**src/rtl/core/rsi_pkg.sv**
```systemverilog
package rsi_pkg;

    localparam int FRAC_BITS = 16;
    localparam int IN_W      = 32;
    localparam int DIR_W     = 18;
    localparam int RAD_W     = 31;
    localparam int THR_W     = 16;
    localparam int OFF_W     = IN_W + 1;
    localparam int DP_W      = OFF_W + DIR_W;
    localparam int DOT_W     = DP_W + 2;
    localparam int SQ_W      = 2 * OFF_W;
    localparam int R2_W      = 2 * RAD_W;
    localparam int CS_W      = SQ_W + 2;
    localparam int BQ_W      = DOT_W + 1 - FRAC_BITS;
    localparam int CQ_W      = CS_W - FRAC_BITS;
    localparam int H_W       = (BQ_W + 1) / 2;
    localparam int PP_W      = 2 * H_W;
    localparam int DISC_A    = 2 * BQ_W;
    localparam int DISC_B    = CS_W + 2;
    localparam int DISC_W    = ((DISC_A > DISC_B) ? DISC_A : DISC_B) + 1;
    localparam int DQ_W      = DISC_W - FRAC_BITS;
    localparam int RT_W      = (DISC_W + 1) / 2;
    localparam int RAD2_W    = 2 * RT_W;
    localparam int REM_W     = RT_W + 2;
    localparam int SUM_W     = RT_W + 2;
    localparam int SAT_W     = DISC_W + 2;
    localparam int OUT_W     = 32;

    typedef struct packed {
        logic signed [IN_W-1:0]  origin_x;
        logic signed [IN_W-1:0]  origin_y;
        logic signed [IN_W-1:0]  origin_z;
        logic signed [DIR_W-1:0] dir_x;
        logic signed [DIR_W-1:0] dir_y;
        logic signed [DIR_W-1:0] dir_z;
        logic signed [IN_W-1:0]  center_x;
        logic signed [IN_W-1:0]  center_y;
        logic signed [IN_W-1:0]  center_z;
        logic [RAD_W-1:0]        radius;
    } item_t;

    typedef struct packed {
        logic signed [BQ_W-1:0] bq;
        logic signed [CQ_W-1:0] cq;
        logic [BQ_W-1:0]        mag;
    } geom_t;

    typedef struct packed {
        logic signed [DQ_W-1:0] dq;
        logic signed [BQ_W-1:0] bq;
        logic                   hit;
    } side_t;

    typedef struct packed {
        logic signed [DISC_W-1:0] disc;
        side_t                    side;
    } disc_t;

    typedef struct packed {
        logic signed [OUT_W-1:0] distance;
        logic signed [OUT_W-1:0] penetration;
        logic                    hit;
        logic                    saturated;
    } res_t;

    typedef struct packed {
        logic [OUT_W-1:0] val;
        logic             clip;
    } sat_t;

    typedef enum logic [0:0] {
        REG_SMALL_THRESHOLD = 1'b0
    } reg_idx_t;

    function automatic sat_t sat32(input logic signed [SAT_W-1:0] v);
        sat_t r;
        logic [SAT_W-OUT_W:0] hi;
        hi = v[SAT_W-1:OUT_W-1];
        r.clip = !((&hi) || !(|hi));
        if (!r.clip)
            r.val = v[OUT_W-1:0];
        else if (v[SAT_W-1])
            r.val = {1'b1, {(OUT_W-1){1'b0}}};
        else
            r.val = {1'b0, {(OUT_W-1){1'b1}}};
        return r;
    endfunction

endpackage

```
**src/rtl/core/rsi_disc.sv**
```systemverilog
module rsi_disc
(
    input  logic                      clk,
    input  logic                      rst_n,
    input  logic                      en,
    input  logic [rsi_pkg::THR_W-1:0] threshold,
    input  logic                      in_vld,
    input  rsi_pkg::geom_t            geom,
    output logic                      out_vld,
    output rsi_pkg::disc_t            disc
);

    localparam int HI_W = rsi_pkg::BQ_W - rsi_pkg::H_W;

    logic [rsi_pkg::PP_W-1:0]          hh_reg;
    logic [rsi_pkg::PP_W-1:0]          hl_reg;
    logic [rsi_pkg::PP_W-1:0]          ll_reg;
    logic signed [rsi_pkg::BQ_W-1:0]   bq_reg;
    logic signed [rsi_pkg::CQ_W-1:0]   cq_reg;
    rsi_pkg::disc_t                    disc_reg;
    logic [1:0]                        vld_reg;
    logic [HI_W-1:0]                   mag_hi;
    logic [rsi_pkg::H_W-1:0]           mag_lo;
    logic [rsi_pkg::DISC_W-1:0]        sq_sum;
    logic signed [rsi_pkg::DISC_W-1:0] cq_ext;
    logic signed [rsi_pkg::DISC_W-1:0] disc_next;
    logic signed [rsi_pkg::DQ_W-1:0]   dq_next;

    always_comb
    begin
        mag_hi    = geom.mag[rsi_pkg::BQ_W-1:rsi_pkg::H_W];
        mag_lo    = geom.mag[rsi_pkg::H_W-1:0];
        sq_sum    = (rsi_pkg::DISC_W'(hh_reg) << (2 * rsi_pkg::H_W))
                  + (rsi_pkg::DISC_W'(hl_reg) << (rsi_pkg::H_W + 1))
                  + rsi_pkg::DISC_W'(ll_reg);
        cq_ext    = rsi_pkg::DISC_W'(cq_reg);
        disc_next = $signed(sq_sum) - (cq_ext <<< (rsi_pkg::FRAC_BITS + 2));
        dq_next   = rsi_pkg::DQ_W'(disc_next >>> rsi_pkg::FRAC_BITS);
    end

    always_ff @(posedge clk or negedge rst_n)
    begin
        if (!rst_n)
        begin
            vld_reg <= '0;
        end
        else if (en)
        begin
            vld_reg <= {vld_reg[0], in_vld};
        end
    end

    always_ff @(posedge clk)
    begin
        if (en)
        begin
            hh_reg <= rsi_pkg::PP_W'(mag_hi * mag_hi);
            hl_reg <= rsi_pkg::PP_W'(mag_hi * mag_lo);
            ll_reg <= rsi_pkg::PP_W'(mag_lo * mag_lo);
            bq_reg <= geom.bq;
            cq_reg <= geom.cq;
            disc_reg.disc     <= disc_next;
            disc_reg.side.dq  <= dq_next;
            disc_reg.side.bq  <= bq_reg;
            disc_reg.side.hit <= dq_next >= $signed(rsi_pkg::DQ_W'(threshold));
        end
    end

    assign out_vld = vld_reg[1];
    assign disc    = disc_reg;

endmodule

```
**config.mk**
```make
export PLATFORM = sky130hd
export DESIGN_NAME = rsi_disc
export DESIGN_NICKNAME = d
export VERILOG_FILES = /design/src/rtl/core/rsi_pkg.sv /design/src/rtl/core/rsi_disc.sv
export SDC_FILE = /design/constraint.sdc
export NUM_CORES = 2
export LEC_CHECK = 0
export BUFFER_PORTS_ARGS = -buffer_cell sky130_fd_sc_hd__buf_4
export CORE_MARGIN = 5
export CORE_UTILIZATION = 42
export CTS_BUF_LIST = sky130_fd_sc_hd__clkbuf_8 sky130_fd_sc_hd__clkbuf_16
export DETAILED_ROUTE_END_ITERATION = 10
export GPL_TIMING_DRIVEN = 0
export PLACE_DENSITY = 0.59
export SLEW_MARGIN = 20
export SYNTH_ARGS = -nofsm -noshare
export SYNTH_HDL_FRONTEND = slang
export SYNTH_SLANG_ARGS = --single-unit
```
**constraint.sdc**
```tcl
create_clock -name clk -period 5.5 [get_ports clk]
set_clock_uncertainty 0.1 [all_clocks]
set_input_delay 1.1 -clock clk [delete_from_list [all_inputs] [get_ports clk]]
set_output_delay 1.1 -clock clk [all_outputs]
set_load 0.02 [all_outputs]
```
# == After elaboration in Yosys (flattened, before gate mapping) ==
# Index checks and enable logic that the tools add are counted.
# word_totals
output_inout_bits,178
register_bits,383
# op_classes
order_cmp,1
n_mul,3
add_sub_neg,3
# op_table
operator,count
multiplier 19 x 19 -> 38 bit,3
adder 76 x 58 -> 77 bit,1
adder 77 x 38 -> 77 bit,1
subtractor 77 x 70 -> 77 bit,1
greater-or-equal comparator 61 x 17 -> 1 bit,1

# == Logic depth before layout (Yosys ltp) ==
# depth
depth_word,4
mapped_depth,30
ltp_nobuf,28

# == Least setup slack after synthesis ==
# Ideal clock, no wire load.
# synth_path
kind,input-to-reg
startpoint,input port geom[1] in the netlist's numbering
endpoint,register ll_reg[36] in the netlist's numbering (data pin)
arrival_ns,7.642
path_slack_ns,-2.500
n_path_buf,2
cell_stages,28
t_required_ns,5.142
cell_sequence,clkbuf_1 > clkbuf_1 > nand2_1 > fa_1 > inv_1 > fa_1 > inv_1 > fa_1 > inv_1 > fa_1 > inv_1 > fa_1 > fa_1 > inv_1 > ha_1 > a21oi_1 > inv_1 > a21oi_1 > and3b_1 > a21oi_1 > a31o_2 > o41ai_1 > nand4b_1 > nand3_1 > a31o_2 > a41o_1 > o41a_1 > xor2_1
# synth_between
elab_chain_cells,1
# synth_rtl
element,line,source
"start, declared",rsi_disc.sv:8,"input rsi_pkg::geom_t geom,"
multiplier 19 x 19 -> 38 bit,rsi_disc.sv:59,ll_reg <= rsi_pkg::PP_W'(mag_lo * mag_lo);
"end signal, assigned",rsi_disc.sv:59,
"end, declared",rsi_disc.sv:17,logic [rsi_pkg::PP_W-1:0] ll_reg;
# No other way between the ends.
# A chain may end at the register's enable or synchronous reset.

# == Worst setup path in the final report ==
# layout_path
startpoint,input port geom[36] in the netlist's numbering
endpoint,register hl_reg[34] in the netlist's numbering (data pin)
# layout_between
elab_chain_cells,1
# layout_rtl
element,line,source
multiplier 19 x 19 -> 38 bit,rsi_disc.sv:58,hl_reg <= rsi_pkg::PP_W'(mag_hi * mag_lo);
"end signal, assigned",rsi_disc.sv:58,
"end, declared",rsi_disc.sv:16,logic [rsi_pkg::PP_W-1:0] hl_reg;
# No other way between the ends.

==> results.md <==
* Post-synth EDFFs at 317
* Count of unresolved DRC violations after routing at 0
* Sequential-to-total area share from yosys stat at between 10% and 20%
* Worst reg2reg path depth at 18
* Placed wire-length estimate after detailed placement at between 100000 and 150000 um
* Share of the synthesized area in the top cell type at 33.8%
* Register bit total from synthesis at between 300 and 400
* Aggregate global routing overflow at 0
* Slowest cell on the critical path: fa_1
* DRC marker count from the first detailed-route iteration at 2452
* R2R Path End: disc[0]$_DFFE_PP_
* Syn nets at ~6400
* Total routing usage reported by global routing at approximately a quarter
* Delay of the slowest cell on the worst path at 0.57 ns
* Run status: finished with violations
* Endpoint required time on the critical path at 5.67 ns
* Hold violation count in the final report at 0
* Layout cell share with drive strength beyond 1 at 21.8%
* Final number of setup-violating endpoints at 77
* Clk Latency, worst-skew pair at between 0.5 and 0.6 ns
* Stages on worst setup path at 28
* Wire length reported by the detailed router at 150000 um
* Highest Clock Rate at ~130 MHz
* Cell repeated most along the worst path: fa_1
* Total buffers and inverters traversed by the critical path at 8
* Starting utilization of the core area at 42.4%
* Transition time of the tightest slew-check pin at about 0.85 ns
* Clock tree root driver cell: clkbuf_16
* Die Footprint at 0.123 mm^2
* Dominant synthesized flop cell: edfxtp_1
* WP data arrival at between 7 and 8 ns
* Kind of capture point of the worst setup path: flip-flop
* Number of top-level pins at 326
* Maximum net fanout on the critical path at 11
* Setup total negative slack at -84.60 ns
* Total standard cell area after synthesis at around 0.049 mm^2
* Antenna violations before repair at 18
* Ratio of final minimum period to clock period at 136%
* Std cell rows at between 100 and 150
* Post-route minimum period at 7.47 ns
* YS warnings at 0
* Reg clk slew, reported paths at 0.06 ns
* Via Count at between 30000 and 40000
* Gpl congestion at around 0.94
* Area of the placeable core at 0.115 mm^2
* Number of buffers added by the clock tree synthesis step at 35
* Type of the setup path with the least slack: primary input to flip-flop
* Final-report max-slew violation count at 0
* Startpoint kind of the worst setup timing path: primary input
* Input/output buffers at 314
* Area growth, synth to finish at 24.4%
* # Max-Cap Violations at 0
* Routed via count divided by cell count at 5.07
* Antenna-violating nets left at 0
* Flop2flop setup slack at 0.13 ns
* 1st-pass router iterations at 5
* Path category of the worst min-delay check: primary input to async pin
* CTS tree: yes
* Via count of the first global-routing pass at 37900
* Largest net degree at the start of global routing at roughly 100
* Average wire per standard cell at between 20 and 25 um
* Wire length of the first global-routing pass at approximately 230000 um
* Post-synthesis area per instance at 9.74 um^2
* H-Tree Level Count at 2
* Final core occ at 52.8%
* Cell type with the largest total area after synthesis: fa_1
* Vert. Die Dim at 350 um
* RSZ-0062 raised after global routing: true
* Num Clock Sinks at between 300 and 400
* Top area cells in the synthesized netlist: fa_1 (34%), edfxtp_1 (20%), ha_1 (12%)
* Violations in the final reports: negative setup slack
* Top delay family on crit path: adder cells
* Slew headroom at between 40% and 50%
* Final Worst Setup Slack at -1.97 ns
* Post-synth cell types at between 80 and 90
* Gate Count Post-Synth at ~5000
* Async set-reset flop share out of synthesis at 0.627%
* Final layout net count at roughly 7000
* Hold Buf Count CTS at 0
* Maximum number of buffers from clock root to sink at 3
* X dimension of the die at 350 um
* Reg-to-reg startpoint: ll_reg[21]$_DFFE_PP_
* Pre-CTS setup slack at -3.65 ns
* Flip-flop count of the largest register after layout at between 100 and 150
## layout make-up
class                   count  area, um^2
diodes                      5        12.5
plain buffers             231        2820
clock buffers              35         876
clock inverters            26         263
fillers                 10300       54200
inverters                1305        4940
multi-input cells        3134       35600
flip-flops and latches    319        9570
well taps                1512        1890
repair buffers            540        4530
## cell usage in the layout, fill, tap and decap left out, drive strengths merged, types with 5 or more instances in the layout
cell	netlist	final
a211o	8	8
a211oi	16	16
a21boi	8	8
a21o	81	81
a21oi	174	174
a221oi	5	5
a31o	9	9
a31oi	24	24
and2	293	293
and3	23	23
and4	7	7
buf	66	619
clkbuf	166	187
clkinv	2	10
clkinvlp	0	10
diode	0	5
edfxtp	317	317
fa	821	821
ha	483	483
inv	1303	1307
mux2	5	5
nand2	444	444
nand2b	28	28
nand3	29	29
nand4	29	29
nor2	151	151
nor2b	27	27
nor3	23	23
nor4	10	10
o211ai	10	10
o21a	20	20
o21ai	88	88
o21bai	30	30
o31ai	5	5
or2	15	15
or3	15	15
xnor2	124	124
xor2	61	61
## repair_timing
action / 4_1_cts / 5_1_grt
cloned: 1 / 1
setup buffers: 155 / 82
resized for setup: 517 / 165
pin swaps: 187 / 168
endpoints found under the setup margin: 90 / 81
## through the flow
step | hold WS [ns] | cell area (um^2) | instances
after floorplan | 0.300 | 49900 | 4990
after global placement | 0.300 | 54100 | 6816
after detailed placement | 0.305 | 54200 | 6819
after CTS | 0.184 | 59300 | 7032
after global routing | 0.195 | 60500 | 7103
final | 0.226 | 60500 | 7107
## cell usage after synthesis (all sizes together) (3+ instances only)
cell type     n
mux2          5
nand2       444
a31oi        24
nand3b        3
edfxtp      317
nor2        151
a21o         81
a31o          9
or3          15
and2        293
mux2i         4
nor3         23
o41a          3
fa          821
ha          483
o31ai         5
o31a          3
xor2         61
o21bai       30
xnor2       124
clkbuf      166
a221oi        5
a41oi         3
buf          66
a2111oi       3
nand4        29
o22ai         4
or4           4
and3         23
nor2b        27
a311oi        4
nand2b       28
nor4         10
a21boi        8
o21ai        88
o21a         20
nor3b         4
inv        1303
or2          15
a211o         8
and4          7
a21oi       174
a211oi       16
o211ai       10
nand3        29
## worst reg2reg max path, cell delays in order (launching register included)
cell	delay (ns)
edfxtp_1	0.41
inv_1	0.10
fa_1	0.51
inv_1	0.05
ha_1	0.39
nand2_1	0.13
or4_1	0.54
o21ai_4	0.26
nor2_1	0.12
o21bai_1	0.25
a41oi_1	0.18
xnor2_1	0.20
ha_1	0.25
or3_1	0.42
or3_1	0.34
nor4_2	0.33
nand4_1	0.17
nor4_1	0.29
a2bb2oi_1	0.09
## cell families after synthesis
logic type      synth area share, %
buf+inv                        12.3
fa+ha+maj                      46.2
simple gates                   11.2
compound gates                 6.98
flops                          19.7
xor+xnor                       3.33
mux                           0.198
other cells                 0.00771
## layer usage
metal	vias to the layer above	wire [um]	part of all wire [%]	GRT usage [%]
li1	16400	-	-	-
met1	18000	62100	41	32.8
met5	-	7	0.0047	0
met3	269	12600	8.4	4.61
met2	1345	70100	47	40.4
met4	2	5660	3.8	8.09
## how the worst max path moves through the flow
stage / slack (ns) / end / start
floorplan: -1.86 / ll_reg[36]$_DFFE_PP_ / geom[2]
global route: -2.12 / hl_reg[34]$_DFFE_PP_ / geom[5]
detailed placement: -3.65 / hl_reg[36]$_DFFE_PP_ / geom[19]
CTS: -1.95 / ll_reg[36]$_DFFE_PP_ / geom[13]
global placement: -3.67 / hl_reg[36]$_DFFE_PP_ / geom[19]
finish: -1.97 / hl_reg[34]$_DFFE_PP_ / geom[36]
Power is left out: the tool's default activity adds up to more than one toggle a clock period on the data nets, which glitch-free logic cannot reach.
