<file path="src/rtl/core/rsi_pkg.sv">
package rsi_pkg;

    localparam int FRAC_BITS = 16;
    localparam int IN_W      = 32;
    localparam int DIR_W     = 18;
    localparam int RAD_W     = 31;
    localparam int THR_W     = 16;
    localparam int OFF_W     = IN_W + 1;
    localparam int DP_W      = OFF_W + DIR_W;
    localparam int DOT_W     = DP_W + 2;
    localparam int SQ_W      = 2 * OFF_W;
    localparam int R2_W      = 2 * RAD_W;
    localparam int CS_W      = SQ_W + 2;
    localparam int BQ_W      = DOT_W + 1 - FRAC_BITS;
    localparam int CQ_W      = CS_W - FRAC_BITS;
    localparam int H_W       = (BQ_W + 1) / 2;
    localparam int PP_W      = 2 * H_W;
    localparam int DISC_A    = 2 * BQ_W;
    localparam int DISC_B    = CS_W + 2;
    localparam int DISC_W    = ((DISC_A > DISC_B) ? DISC_A : DISC_B) + 1;
    localparam int DQ_W      = DISC_W - FRAC_BITS;
    localparam int RT_W      = (DISC_W + 1) / 2;
    localparam int RAD2_W    = 2 * RT_W;
    localparam int REM_W     = RT_W + 2;
    localparam int SUM_W     = RT_W + 2;
    localparam int SAT_W     = DISC_W + 2;
    localparam int OUT_W     = 32;

    typedef struct packed {
        logic signed [IN_W-1:0]  origin_x;
        logic signed [IN_W-1:0]  origin_y;
        logic signed [IN_W-1:0]  origin_z;
        logic signed [DIR_W-1:0] dir_x;
        logic signed [DIR_W-1:0] dir_y;
        logic signed [DIR_W-1:0] dir_z;
        logic signed [IN_W-1:0]  center_x;
        logic signed [IN_W-1:0]  center_y;
        logic signed [IN_W-1:0]  center_z;
        logic [RAD_W-1:0]        radius;
    } item_t;

    typedef struct packed {
        logic signed [BQ_W-1:0] bq;
        logic signed [CQ_W-1:0] cq;
        logic [BQ_W-1:0]        mag;
    } geom_t;

    typedef struct packed {
        logic signed [DQ_W-1:0] dq;
        logic signed [BQ_W-1:0] bq;
        logic                   hit;
    } side_t;

    typedef struct packed {
        logic signed [DISC_W-1:0] disc;
        side_t                    side;
    } disc_t;

    typedef struct packed {
        logic signed [OUT_W-1:0] distance;
        logic signed [OUT_W-1:0] penetration;
        logic                    hit;
        logic                    saturated;
    } res_t;

    typedef struct packed {
        logic [OUT_W-1:0] val;
        logic             clip;
    } sat_t;

    typedef enum logic [0:0] {
        REG_SMALL_THRESHOLD = 1'b0
    } reg_idx_t;

    function automatic sat_t sat32(input logic signed [SAT_W-1:0] v);
        sat_t r;
        logic [SAT_W-OUT_W:0] hi;
        hi = v[SAT_W-1:OUT_W-1];
        r.clip = !((&hi) || !(|hi));
        if (!r.clip)
            r.val = v[OUT_W-1:0];
        else if (v[SAT_W-1])
            r.val = {1'b1, {(OUT_W-1){1'b0}}};
        else
            r.val = {1'b0, {(OUT_W-1){1'b1}}};
        return r;
    endfunction

endpackage

</file>
<file path="src/rtl/core/rsi_out.sv">
module rsi_out
(
    input  logic                     clk,
    input  logic                     rst_n,
    output logic                     en,
    input  logic                     in_vld,
    input  logic [rsi_pkg::RT_W-1:0] root,
    input  rsi_pkg::side_t           side,
    output logic                     out_vld,
    input  logic                     out_rdy,
    output rsi_pkg::res_t            res
);

    logic signed [rsi_pkg::SUM_W-1:0] sum;
    logic signed [rsi_pkg::SAT_W-1:0] neg;
    rsi_pkg::sat_t                    dist_sat;
    rsi_pkg::sat_t                    pen_sat;
    rsi_pkg::res_t                    res_next;
    rsi_pkg::res_t                    res_reg;
    rsi_pkg::res_t                    out_reg;
    rsi_pkg::res_t                    skid_reg;
    logic                             res_vld_reg;
    logic                             out_vld_reg;
    logic                             skid_vld_reg;
    logic                             push;
    logic                             take;

    always_comb
    begin
        sum      = rsi_pkg::SUM_W'(side.bq) + $signed({2'b00, root});
        neg      = -rsi_pkg::SAT_W'(sum);
        dist_sat = rsi_pkg::sat32(neg >>> 1);
        if (side.hit)
        begin
            pen_sat = rsi_pkg::sat32($signed(rsi_pkg::SAT_W'(root)));
            res_next.distance  = dist_sat.val;
            res_next.saturated = dist_sat.clip | pen_sat.clip;
        end
        else
        begin
            pen_sat = rsi_pkg::sat32(rsi_pkg::SAT_W'(side.dq));
            res_next.distance  = '0;
            res_next.saturated = pen_sat.clip;
        end
        res_next.penetration = pen_sat.val;
        res_next.hit         = side.hit;
    end

    assign en   = !skid_vld_reg;
    assign push = res_vld_reg && en;
    assign take = !out_vld_reg || out_rdy;

    always_ff @(posedge clk or negedge rst_n)
    begin
        if (!rst_n)
        begin
            res_vld_reg  <= 1'b0;
            out_vld_reg  <= 1'b0;
            skid_vld_reg <= 1'b0;
        end
        else
        begin
            if (en)
                res_vld_reg <= in_vld;
            if (take)
            begin
                out_vld_reg  <= skid_vld_reg || push;
                skid_vld_reg <= 1'b0;
            end
            else if (push)
            begin
                skid_vld_reg <= 1'b1;
            end
        end
    end

    always_ff @(posedge clk)
    begin
        if (en)
            res_reg <= res_next;
        if (take)
            out_reg <= skid_vld_reg ? skid_reg : res_reg;
        else if (push)
            skid_reg <= res_reg;
    end

    assign out_vld = out_vld_reg;
    assign res     = out_reg;

endmodule

</file>
<file path="config.mk">
export PLATFORM = sky130hd
export DESIGN_NAME = rsi_out
export DESIGN_NICKNAME = d
export VERILOG_FILES = /design/src/rtl/core/rsi_pkg.sv /design/src/rtl/core/rsi_out.sv
export SDC_FILE = /design/constraint.sdc
export NUM_CORES = 1
export LEC_CHECK = 0
export BUFFER_PORTS_ARGS = -buffer_cell sky130_fd_sc_hd__buf_2
export CORE_MARGIN = 2
export CORE_UTILIZATION = 39
export DETAILED_ROUTE_END_ITERATION = 16
export GPL_TIMING_DRIVEN = 0
export HOLD_SLACK_MARGIN = 0.06
export PLACE_DENSITY_LB_ADDON = 0.05
export SYNTH_ARGS = -nofsm -noshare
export SYNTH_HDL_FRONTEND = slang
export SYNTH_SLANG_ARGS = --single-unit
</file>
<file path="constraint.sdc">
create_clock -name clk -period 7.3 [get_ports clk]
set_input_delay 2.19 -clock clk [delete_from_list [all_inputs] [get_ports clk]]
set_output_delay 2.19 -clock clk [all_outputs]
set_load 0.05 [all_outputs]
</file>
# == Yosys cells after proc, flatten, opt, wreduce, memory -nomap -nowiden ==
# Index checks and enable logic that the tools add are counted.
# word_totals
reg_bits,201
in_bits,143
output_inout_bits,68
elab_cells,47
# classes
add_sub_neg,2
muxes,10
n_bitwise,2
reduce_logical,18
# op_table
operator,n
$mux 32,5
$neg 41->79,1
$mux 66,1
$reduce_and 47->1,1
$reduce_or 47->1,1
$add 38x40->41,1
$mux 33,1
$reduce_and 30->1,1
$reduce_or 30->1,1
$reduce_or 8->1,1
$logic_not 1->1,6
$logic_or 1x1->1,4
$mux 1,3
$reduce_and 2->1,1
$reduce_bool 2->1,1
$logic_and 1x1->1,1
$not 1->1,1
$or 1x1->1,1

# == Longest topological paths before layout ==
# Gate-level depths: netlist (run 1).
# depth
ltp_word,8
depth_mapped,16
depth_no_buf,15

# == Worst setup path after synthesis (run 1) ==
# OpenSTA, ideal clock, no wires.
# synth_timing
path_kind,input-to-reg
from,input port out_rdy
to,"register skid_reg[0] in the netlist's numbering, enable pin"
setup_ns,0.585
t_arrival_ns,8.772
required_ns,6.715
setup_slack_ns,-2.057
stages,2
n_path_buf,0
path_cell_list,nand2b_1 -> nor3b_1
# synth_between
elab_chain_cells,3
# synth_lines
element,line_no,rtl
from (decl),rsi_out.sv:10,"input logic out_rdy,"
$logic_or 1x1->1,rsi_out.sv:51,assign take = !out_vld_reg || out_rdy;
$not 1->1 (no line),n/a,
$reduce_and 2->1 (no line),n/a,
to (signal assigned),rsi_out.sv:84,skid_reg <= res_reg;
to (decl),rsi_out.sv:21,rsi_pkg::res_t skid_reg;
# No other way between the ends.
# A chain may end at the register's enable or synchronous reset.

==> summary.md, run 1 <==
| Metric | Value |
|---|---|
| Ys flop type | edfxtp_1 |
| Post-CTS Resized | 0 |
| Postcts setup bufs | 0 |
| XOR/XNOR Fraction of Synth Area | 0.0256 |
| Met1 Wirelength | around 13 mm |
| HP Class | flip-flop to flip-flop |
| P&R area growth vs syn | 21.2% |
| Largest cells by area after synthesis | edfxtp_1, ha_1, mux2_2, a21oi_1, inv_1 |
| Hpwl dp | approximately 21 mm |
| Die X | 172 um |
| Max reg flops | 132 |
| Die Y | 172 um |
| R2R setup slack | around 4.7 ns |
| Leakage power | 5.49 nW |
| Internal | between 2 and 2.5 mW |
| R2R Path End | skid_reg[39] |
| Core ar. | 27700 um2 |
| Worst skew pair latency | 0.51 ns |
| Post-synth cell types | 70 |
| Initial Utilization | 0.395 |
| Vias in the first global route | 7737 |
| CTS tree | done |
| Ratio of cells with drive above 1 in the final layout | 0.297 |
| Post-synth ARST share | 0.0149 |
| Max Fclk | 175 MHz |
| Vias | 7908 |
| Top cell type's share of synthesized area | 0.543 |
| Largest family of logic cells by synthesized area | compound AO/OA/AOI/OAI gates |
| Max Cap Viol | 0 |
| Flops & latches, synth | between 200 and 250 |
| Post-synth EDFFs | 198 |
| Tot Pwr | 3.43 mW |
| Final Cycle Share | 0.782 |
| Synth Area in Adders | 0.0899 |
| Hold path start | res_reg[10] |
| GR Overflow Total | 0 |
| Largest net degree at the start of global routing | 50 |
| Clock share of power | 0.298 |
| Initial DRC Count | 554 |
| Reg2reg start | skid_vld_reg |
| Crit-path leading delay family | compound AO/OA/AOI/OAI gates |
| First-pass GRT wire length | 42.4 mm |
| Slew HR | 0.367 |
| Drt pass-1 iters | 5 |
| Final Util | 0.479 |
| Placement Rows | 61 |
| H-tree levels | 1 |
| Worst reg-to-reg path cell count | 6 |
| Fin Hold WS | 0.447 ns |
| Slowest CP cell | a31oi_1 |
| Fin cells | between 1.5k and 2k |
| Clock tree root driver cell | clkbuf_16 |
| Max VDD drop | 0.135 mV |
| Hold Path Depth | 0 |
| GRT Resource Usage Total | 0.187 |
| Synth warn | 0 |
| DR DRC count | 0 |
| Post-synth top area cell | edfxtp_1 |
| Avg Vias per Cell | a little over 5 |
| RSZ-0062 raised after global routing | no |
| # diodes | 0 |
| Req. time, crit path | 7.50 ns |
| Clock-pin slew on the worst setup and hold paths | 0.06 ns |
| Hold EP | skid_reg[10] |
| Design Area, Final | 13300 um2 |
| Max Used Layer | met4 |
| Routed Antenna Nets | 0 |
| Setup violations, final | 0 |
| Compound-cell area share of the yosys netlist | 0.132 |
| Initial antenna violation count | 0 |
| CP bufs+invs | 4 |
| Number of CTS-inserted buffers | 23 |
| Flop pwr share | 0.439 |
| Worst-margin pin slew | 0.943 ns |
| Combinational share of power | 0.263 |
| Cell Pwr Density | 259 nW/um2 |
| Net Switching | between 1 and 1.5 mW |
| Critical path peak fanout | 10 |
| Placed Cells | 1503 |
| Worst setup EP type | flip-flop |
| CP Launch Type | input pin |
| CTS max path bufs | 3 |
| Post-synthesis sequential area ratio | 0.550 |
| Hold buffer count at CTS | 0 |
| Clock sinks | 201 |
| Placed cell areas | 12600 um2 |
| Setup CP Type | input pin to flip-flop |
| Met2 wire length | 12.3 mm |
| WP data arrival | 5.91 ns |
| Die area | around 29000 um2 |
| Crit path largest cell delay | 0.37 ns |
| Cells after Synth | 909 |
| Commonest non-fill, non-tap cells in the layout | buf_2, edfxtp_1, a21oi_1 |
| Met3 wire length | 1.46 mm |
| Outcome | complete, no violations |
| Final hold viol count | 0 |
| IO Count | ~210 |
| Simple-gate portion of the synthesized area | 0.0811 |
| Post-Syn Area | 10900 um2 |
| Avg Inst Size Synth | 12.0 um2 |
| Layout Skew | about 0.020 ns |
| Crit-path cells | buf_2 > ha_1 > inv_1 > ha_1 > inv_1 > fa_1 > and2b_1 > o2111ai_1 > a21oi_1 > o21bai_2 > a21oi_1 > a31oi_1 > mux2i_1 > nand4b_1 > mux2i_2 > buf_2 > a22oi_1 |
| Most common cell after layout, fill and taps aside | buf_2 |
| Port-buffer cells | 210 |
| Final GP Congestion | 0.881 |
| Sw Ratio | 0.319 |
| Min Tclk post-route | 5.71 ns |
| Max-slew violation count | 0 |
| Fin nets | 1371 |
| Mapped Nets | 1130 |
| Mux cell area share after synthesis | 0.0741 |
| Total routed wirelength | between 20 and 30 mm |
| Wire length per cell | 17.8 um |
-- area by class of cell --
cell class | count | area [um2]
Clock buffer | 27 | 591
Inverter | 87 | 329
Timing Repair Buffer | 216 | 1160
Sequential cell | 201 | 6020
Clock inverter | 14 | 72.6
Buffer | 43 | 193
Fill cell | 2638 | 14400
Tap cell | 378 | 473
Multi-Input combinational cell | 578 | 4420
-- how the worst max path moves through the flow --
stage,startpoint,endpoint,slack (ns),depth (start not counted)
2_1_floorplan,out_rdy,skid_reg[0],0.99,2
6_report,root[1],res_reg[0],1.59,17
3_3_place_gp,out_rdy,skid_reg[39],-1.43,3
3_5_place_dp,root[1],res_reg[0],1.11,17
4_1_cts,root[1],res_reg[0],1.63,17
5_1_grt,root[1],res_reg[0],1.31,17
-- cells by family after synthesis --
group                    count (synthesis)
buffers and inverters                  130
multiplexers                            72
AO/OA/AOI/OAI                          221
flip-flops                             201
XOR/XNOR                                32
adder cells (fa/ha/maj)                 78
AND/OR/NAND/NOR                        175
-- cell usage after synthesis, types with 9 or more instances --
cell        n
a21o_1      9
a21oi_1   104
a31o_1     31
clkbuf_1   33
edfxtp_1  198
ha_1       77
inv_1      87
mux2_2     69
nand2_1    45
nand3_1    11
nand4_1    25
nor2_1     42
nor4_1     13
o21ai_0    17
xnor2_1    19
xor2_1     13
-- stage by stage --
stage	TNS (ns)	setup slack (ns)
2_1_floorplan	0	0.992
3_3_place_gp	-93.32	-1.43
4_1_cts	0	1.63
3_5_place_dp	0	1.11
5_1_grt	0	1.31
6_report	0	1.59
-- layer usage --
metal / vias to the layer above / global-route usage
met2: 237 / 0.296
met1: 3734 / 0.269
met5: - / 0
li1: 3896 / -
met4: 0 / 0.0486
met3: 41 / 0.0269
-- power groups by stage --
stage	clock network [mW]	registers (mW)	logic (mW)
4_1_cts	1.05	1.51	0.908
6_report	1.02	1.51	0.900
2_1_floorplan	0	1.75	0.431
3_3_place_gp	0	1.54	0.888
5_1_grt	1.09	1.52	0.982
3_5_place_dp	0	1.53	0.902
(Power assumes the default switching activity.)
==> inputs of run 2 (changes only) <==
--- a/config.mk
+++ b/config.mk
@@ -5,6 +5,7 @@
 export SDC_FILE = /design/constraint.sdc
 export NUM_CORES = 1
 export LEC_CHECK = 0
+export ABC_AREA = 1
 export BUFFER_PORTS_ARGS = -buffer_cell sky130_fd_sc_hd__buf_2
 export CORE_MARGIN = 2
 export CORE_UTILIZATION = 39
==> constraint.sdc (replaced) <==
create_clock -name clk -period 5.1 [get_ports clk]
set_input_delay 1.53 -clock clk [delete_from_list [all_inputs] [get_ports clk]]
set_output_delay 1.53 -clock clk [all_outputs]
set_load 0.05 [all_outputs]
==> run 2 against run 1 <==
Net effect:
- via count grew 15%
- global-route usage grew 1.0 points
- total power grew 51%
- wire length grew 11%
- register-to-register slack lost 2.3 ns
- count of clock-buffer cells in the layout shrank 1
- critical path depth grew 6
- combinational power grew 63%
- sequential power grew 46%
==> summary.md, run 2 <==
| Metric | Value |
|---|---|
| Outcome | complete, no violations (unchanged) |
| Crit-path cells | buf_2 > ha_1 > inv_1 > ha_1 > inv_1 > fa_1 > inv_1 > nand3_1 > nand3_2 > nand2_1 > nand2_1 > nand2_1 > nand2_1 > nand2_1 > nand2_1 > nand2_1 > nand2_1 > nand2_1 > nor2_1 > nand3_2 > nand3_1 > buf_4 > a21oi_1 (was buf_2 > ha_1 > inv_1 > ha_1 > inv_1 > fa_1 > and2b_1 > o2111ai_1 > a21oi_1 > o21bai_2 > a21oi_1 > a31oi_1 > mux2i_1 > nand4b_1 > mux2i_2 > buf_2 > a22oi_1) |
| Internal | 3.36 mW (was 2.34 mW) |
| Design Area, Final | 13800 um2 (was 13300 um2) |
| Flop pwr share | 0.427 (was 0.439) |
| Clock tree root driver cell | clkbuf_16 (unchanged) |
| Setup_tns | 0 ns (unchanged) |
| Routed Antenna Nets | 0 (unchanged) |
| Ratio of cells with drive above 1 in the final layout | 0.180 (was 0.297) |
| CP most frequent cell | nand2_1 |
| Final Cycle Share | 0.876 |
| Clock sinks | 201 (unchanged) |
| Slowest CP cell | fa_1 (was a31oi_1) |
| Hold EP | skid_reg[25] (was skid_reg[10]) |
| Max Cap Viol | 0 (unchanged) |
| Worst skew pair latency | 0.53 ns (was 0.51 ns) |
| Max reg flops | 132 (unchanged) |
| P&R area growth vs syn | 20.5% (was 21.2%) |
| IO Count | 211 (unchanged) |
| Total routed wirelength | 30.3 mm (was 27.4 mm) |
| DR DRC count | 0 (unchanged) |
| Cells after Synth | 1290 (was 909) |
| Hold path start | res_reg[25] (was res_reg[10]) |
| Final Util | 0.479 (about the same) |
| Post-Syn Area | 11400 um2 (was 10900 um2) |
| Placed Cells | 1889 (was 1503) |
| WP data arrival | 4.73 ns (was 5.91 ns) |
| RSZ-0062 raised after global routing | no (unchanged) |
| Post-synth top area cell | edfxtp_1 (unchanged) |
| Vias | 9126 (was 7908) |
| First-pass GRT wire length | 47.5 mm (was 42.4 mm) |
| CP Launch Type | input pin (unchanged) |
| Top cells by count, synth | nand2_1, edfxtp_1, inv_1 (was edfxtp_1, a21oi_1, inv_1) |
| Layout Skew | 0.0151 ns (was 0.0203 ns) |
| Setup CP Type | input pin to flip-flop (unchanged) |
| Avg Vias per Cell | 4.73 (was 5.12) |
| Post-synth cell types | 34 (was 70) |
| Max Used Layer | met4 (unchanged) |
| Leakage power | 6.53 nW (was 5.49 nW) |
| Fin nets | 1751 (was 1371) |
| Slew HR | 0.443 (was 0.367) |
| Worst-margin pin slew | 0.834 ns (was 0.943 ns) |
| Worst setup EP type | flip-flop (unchanged) |
| Worst slack at placement | 0.102 ns (was 1.11 ns) |
| Combinational share of power | 0.283 (was 0.263) |
| Met1 Wirelength | 14.5 mm (was 13.0 mm) |
| Cell Pwr Density | 376 nW/um2 (was 259 nW/um2) |
| Met2 wire length | 13.9 mm (was 12.3 mm) |
| Initial Utilization | 0.398 (was 0.395) |
| HP Class | flip-flop to flip-flop (unchanged) |
| H-tree levels | 1 (unchanged) |
| Core ar. | 28800 um2 (was 27700 um2) |
| Flops & latches, synth | 201 (unchanged) |
| R2R Path End | skid_reg[8] (was skid_reg[39]) |
| Ys flop type | edfxtp_1 (unchanged) |
| Hold buffer count at CTS | 0 (unchanged) |
| # diodes | 0 (unchanged) |
| GR Overflow Total | 0 (unchanged) |
| Top cell type's share of synthesized area | 0.520 (was 0.543) |
| CTS max path bufs | 3 (unchanged) |
| Reg2reg start | skid_vld_reg (unchanged) |
| Min Tclk post-route | between 4 and 5 ns |
| Net Switching | 1.82 mW (was 1.09 mW) |
| Hpwl dp | 24.3 mm (was 21.1 mm) |
| Postcts setup bufs | 0 (unchanged) |
| Synth warn | 0 (unchanged) |
| R2R setup slack | 2.40 ns (was 4.70 ns) |
| Most common cell after layout, fill and taps aside | nand2_1 (was buf_2) |
| Placed cell areas | 13100 um2 (was 12600 um2) |
| Post-synth EDFFs | 198 (unchanged) |
| Final hold viol count | 0 (unchanged) |
| Clock share of power | 0.290 (was 0.298) |
| CTS tree | done (unchanged) |
| Hold Path Depth | 0 (unchanged) |
| Fin cells | 1930 (was 1544) |
| Met3 wire length | 1.33 mm (was 1.46 mm) |
| Die Y | 175 um (was 172 um) |
| Drt pass-1 iters | 5 (unchanged) |
| Max Fclk | 224 MHz |
| Post-CTS Resized | 0 (unchanged) |
| Die area | 30700 um2 (was 29400 um2) |
| Critical path peak fanout | 10 (unchanged) |
| Max VDD drop | 0.201 mV (was 0.135 mV) |
| Mapped Nets | 1511 (was 1130) |
| Avg Inst Size Synth | 8.87 um2 (was 12.0 um2) |
| Initial DRC Count | 517 (was 554) |
| Wire length per cell | 15.7 um (was 17.8 um) |
| Vias in the first global route | 9034 (was 7737) |
| Number of CTS-inserted buffers | 23 (unchanged) |
| Post-synth ARST share | 0.0149 (unchanged) |
| Setup violations, final | 0 (unchanged) |
| Final GP Congestion | 0.874 (was 0.881) |
| Largest net degree at the start of global routing | 50 (unchanged) |
| Max-slew violation count | 0 (unchanged) |
| GRT Resource Usage Total | 0.197 (was 0.187) |
| Final Worst Setup Slack | 0.631 ns (was 1.59 ns) |
| Clock-pin slew on the worst setup and hold paths | 0.06 ns (about the same) |
| Die X | 175 um (was 172 um) |
| Post-synthesis sequential area ratio | 0.526 (was 0.550) |
| Worst reg-to-reg path cell count | 6 (unchanged) |
| Port-buffer cells | 210 (unchanged) |
| Req. time, crit path | 5.36 ns (was 7.50 ns) |
| Initial antenna violation count | 0 (unchanged) |
| Commonest non-fill, non-tap cells in the layout | nand2_1, buf_2, edfxtp_1 (was buf_2, edfxtp_1, a21oi_1) |
| Sw Ratio | 0.351 (was 0.319) |
| Crit path largest cell delay | 0.41 ns (was 0.37 ns) |
| Placement Rows | 62 (was 61) |
| Largest cells by area after synthesis | edfxtp_1, nand2_1, ha_1, inv_1, a21oi_1 (was edfxtp_1, ha_1, mux2_2, a21oi_1, inv_1) |
| Most common cell in the synthesized netlist | nand2_1 (was edfxtp_1) |
-- run 2: cell types whose count changed after synthesis, sizes merged, moves of 31 or more --
cell	previous run	this run
a22oi	1	32
a31o	31	0
a21oi	105	64
inv	87	176
mux2	69	0
nand2	45	505
-- run 2: metal layers --
layer,vias to the layer above,GRT usage
li1,4725,-
met1,4153,0.277
met2,217,0.328
met3,31,0.0236
met4,0,0.0434
met5,-,0
-- run 2: final cells by class --
cell class,count,area [um2]
clock buffer,26,587
clock inverter,15,95.1
multi-input combinational,879,4620
fill,2863,15000
inverter,177,664
sequential,201,6020
tap,384,480
buffer,33,161
timing repair buffer,215,1150
-- run 2: worst max-delay path: cells and delay by family --
kind                       cells  cell delay (ns)
and+or+nand+nor               14             1.56
adders and majority gates      3             0.89
buffers and inverters          5             0.60
AOI/OAI and AO/OA              1             0.11
-- run 2: logic make-up (layout without fill, tap and decap cells) --
logic type,after synthesis,after routing,synth area share
compound gates,127,127,0.0648
buf+inv,210,466,0.0718
fa+ha+maj,78,78,0.0859
simple gates,645,645,0.229
flops,201,201,0.526
xor+xnor,29,29,0.0222
-- run 2: how the worst max path moves through the flow --
stage / start / endpoint / slack, ns / cells after the start
after global placement: out_rdy / skid_reg[9] / -1.29 / 4
after CTS: root[1] / res_reg[56] / 0.64 / 23
after global routing: root[1] / res_reg[56] / 0.31 / 23
final: root[1] / res_reg[63] / 0.63 / 23
after floorplan: out_rdy / skid_reg[0] / 0.43 / 3
after detailed placement: root[1] / res_reg[56] / 0.10 / 23
-- run 2: per-stage QoR --
step,power [mW],hold WS (ns)
4_1_cts,5.24,0.446
3_5_place_dp,3.73,0.434
5_1_grt,5.44,0.452
6_report,5.18,0.446
2_1_floorplan,3.28,0.427
3_3_place_gp,3.71,0.432
-- run 2: power groups by stage --
stage / combinational [mW] / sequential, mW / clock, mW
4_1_cts: 1.48 / 2.22 / 1.54
3_5_place_dp: 1.48 / 2.25 / 0
3_3_place_gp: 1.45 / 2.26 / 0
5_1_grt: 1.61 / 2.24 / 1.59
2_1_floorplan: 0.632 / 2.65 / 0
6_report: 1.47 / 2.21 / 1.50
==> inputs of run 3 (changes only) <==
==> constraint.sdc (replaced) <==
create_clock -name clk -period 4.4 [get_ports clk]
set_input_delay 1.32 -clock clk [delete_from_list [all_inputs] [get_ports clk]]
set_output_delay 1.32 -clock clk [all_outputs]
set_load 0.05 [all_outputs]
==> run 3 against run 2 <==
Net effect:
- via count down 0.58%
- worst hold slack worse by 0.0029 ns
- die area is the same
- sequential cell count unchanged
- count of clock-buffer cells in the layout up 1
- design area increased by 0.52%
- register-to-register slack lost 0.70 ns
- total power up 17%
- first-iteration DRC count up 11%
- clock power up 19%
- non-clock buffer count is 2 higher
- critical path type unchanged
- critical endpoint is now res_reg[56]
- highest routed layer unchanged
==> summary.md, run 3 (synthesis gave the netlist of run 2 again) <==
| Metric | Value |
|---|---|
| Routed Antenna Nets | 0 (unchanged) |
| Avg Vias per Cell | 4.70 (was 4.73) |
| Fin nets | 1752 (was 1751) |
| DR DRC count | 0 (unchanged) |
| Commonest non-fill, non-tap cells in the layout | nand2_1, buf_2, edfxtp_1 (unchanged) |
| Final GP Congestion | 0.891 (was 0.874) |
| Worst setup EP type | flip-flop (unchanged) |
| Number of CTS-inserted buffers | 22 (was 23) |
| Cell Pwr Density | 437 nW/um2 (was 376 nW/um2) |
| Clock tree root driver cell | clkbuf_16 (unchanged) |
| Min Tclk post-route | 4.14 ns |
| HP Class | flip-flop to flip-flop (unchanged) |
| Worst-margin pin slew | 0.658 ns (was 0.834 ns) |
| CTS tree | done (unchanged) |
| Busiest layer in global routing | met2 (unchanged) |
| First-pass GRT wire length | 47.3 mm (was 47.5 mm) |
| Clock-pin slew on the worst setup and hold paths | 0.05 ns (was 0.06 ns) |
| Most common cell after layout, fill and taps aside | nand2_1 (unchanged) |
| GRT Resource Usage Total | 0.197 (about the same) |
| Drt pass-1 iters | 5 (unchanged) |
| Wire length per cell | 15.7 um (about the same) |
| Largest net degree at the start of global routing | 57 (was 50) |
| Max VDD drop | 0.222 mV (was 0.201 mV) |
| Ratio of cells with drive above 1 in the final layout | 0.186 (was 0.180) |
| GR Util met3 | 0.0206 (was 0.0236) |
| Max Cap Viol | 0 (unchanged) |
| Fin cells | 1931 (was 1930) |
| Die X | 175 um (unchanged) |
| Max reg flops | 132 (unchanged) |
| WP data arrival | 4.45 ns (was 4.73 ns) |
| Placement Rows | 62 (unchanged) |
| Final hold viol count | 0 (unchanged) |
| Setup CP Type | input pin to flip-flop (unchanged) |
| Slew HR | 0.561 (was 0.443) |
| Initial antenna violation count | 0 (unchanged) |
| Placed Cells | 1889 (unchanged) |
| Vias | 9073 (was 9126) |
| Final Cycle Share | 0.940 |
| Critical path peak fanout | 10 (unchanged) |
| IO Count | 211 (unchanged) |
| Die Y | 175 um (unchanged) |
| Final Util | 0.481 (was 0.479) |
| GR Overflow Total | 0 (unchanged) |
| Outcome | complete, no violations (unchanged) |
| Vias in the first global route | 8924 (was 9034) |
| Core ar. | 28800 um2 (unchanged) |
| Fin Hold WS | 0.443 ns (was 0.446 ns) |
| Clock sinks | 201 (unchanged) |
| Total routed wirelength | 30.3 mm (about the same) |
| CP Launch Type | input pin (unchanged) |
| Worst skew pair latency | 0.50 ns (was 0.53 ns) |
| GRT met1 Usage | 0.281 (was 0.277) |
| Initial DRC Count | 572 (was 517) |
| Die area | 30700 um2 (unchanged) |
| Max Fclk | 242 MHz |
| RSZ-0062 raised after global routing | no (unchanged) |
| Leakage power | 6.55 nW (was 6.53 nW) |
| Req. time, crit path | 4.72 ns (was 5.36 ns) |
| CTS max path bufs | 3 (unchanged) |
| Hpwl dp | 24.3 mm (about the same) |
| P&R area growth vs syn | 21.1% (was 20.5%) |
| Max-slew violation count | 0 (unchanged) |
| # diodes | 0 (unchanged) |
| Number of fill cells in the layout | 2867 (was 2863) |
| Initial Utilization | 0.398 (unchanged) |
| Port-buffer cells | 210 (unchanged) |
| Setup violations, final | 0 (unchanged) |
| Met2 Resource Use GR | 0.322 (was 0.328) |
| Layout Skew | 0.00797 ns (was 0.0151 ns) |
| H-tree levels | 1 (unchanged) |
run 3: cell count changes in the layout (fill, tap and decap cells not counted), sizes merged:
cell,delta
clkinv,-3
clkbuf,+1
bufinv,+2
clkinvlp,+1
inv,-2
buf,+2
run 3: power by group:
group          internal, mW  switching [mW]  leakage [nW]  total, mW
clock network          1.07           0.711         0.342       1.78
logic                 0.457            1.25          4.24       1.71
registers              2.48          0.0874          1.97       2.57
total                  4.01            2.05          6.55       6.06
run 3: final cells by class:
class	count	area [um2]	share of cell area
Sequential cell	201	6020	0.435
Multi-Input combinational cell	879	4650	0.336
Timing Repair Buffer	217	1160	0.0838
Inverter	177	664	0.0480
Clock buffer	27	591	0.0426
Tap cell	384	480	0.0347
Buffer	33	169	0.0122
Clock inverter	13	114	0.00822
run 3: critical path, stage by stage:
cell and delay (ns):
buf_2 0.12, ha_1 0.30, inv_1 0.07, ha_2 0.20
inv_1 0.06, fa_1 0.40, inv_1 0.12, nand3_1 0.09
nand3_2 0.12, nand2_1 0.06, nand2_1 0.11, nand2_1 0.08
nand3_2 0.13, nand2_1 0.11, nand2_1 0.09, nand2_1 0.07
nand2_1 0.06, nand2_1 0.08, nor2_1 0.15, nand3_2 0.19
nand2_4 0.15, buf_6 0.15, nand2_1 0.05, a21oi_1 0.17
run 3: metrics by stage:
stage / power [mW] / TNS (ns) / area, um2 / setup WS [ns]
2_1_floorplan: 3.80 / 0 / 11500 / 0.114
3_3_place_gp: 4.30 / -48.22 / 13000 / -1.45
3_5_place_dp: 4.32 / -10.18 / 13100 / -0.362
4_1_cts: 6.10 / 0 / 13800 / 0.129
5_1_grt: 6.36 / 0 / 13900 / 0.0140
6_report: 6.06 / 0 / 13900 / 0.263
run 3: final timing paths:
kind / to / cells after the start / from / slack [ns]
min in group asynchronous: skid_vld_reg / 1 / rst_n / 0.61
worst min-delay path: skid_reg[58] / 0 / res_reg[58] / 0.44
worst max register to register: skid_reg[8] / 7 / skid_vld_reg / 1.70
max in group asynchronous: out_vld / 1 / rst_n / 3.68
worst max-delay path: res_reg[56] / 24 / root[1] / 0.26
worst min register to register: skid_reg[58] / 0 / res_reg[58] / 0.44
run 3: routing by layer:
metal | vias up | wire length, um
li1 | 4727 | -
met1 | 4100 | 14600
met2 | 211 | 13900
met3 | 35 | 1230
met4 | 0 | 605
met5 | - | 0
run 3: timing repair:
| action | 4_1_cts | 5_1_grt |
|---|---|---|
| buffers inserted | 0 | 2 |
| hold buffers | 0 | 0 |
| setup endpoints to repair | 0 | 30 |
| endpoints found under the hold margin | 0 | 0 |
| gates resized for setup | 0 | 10 |
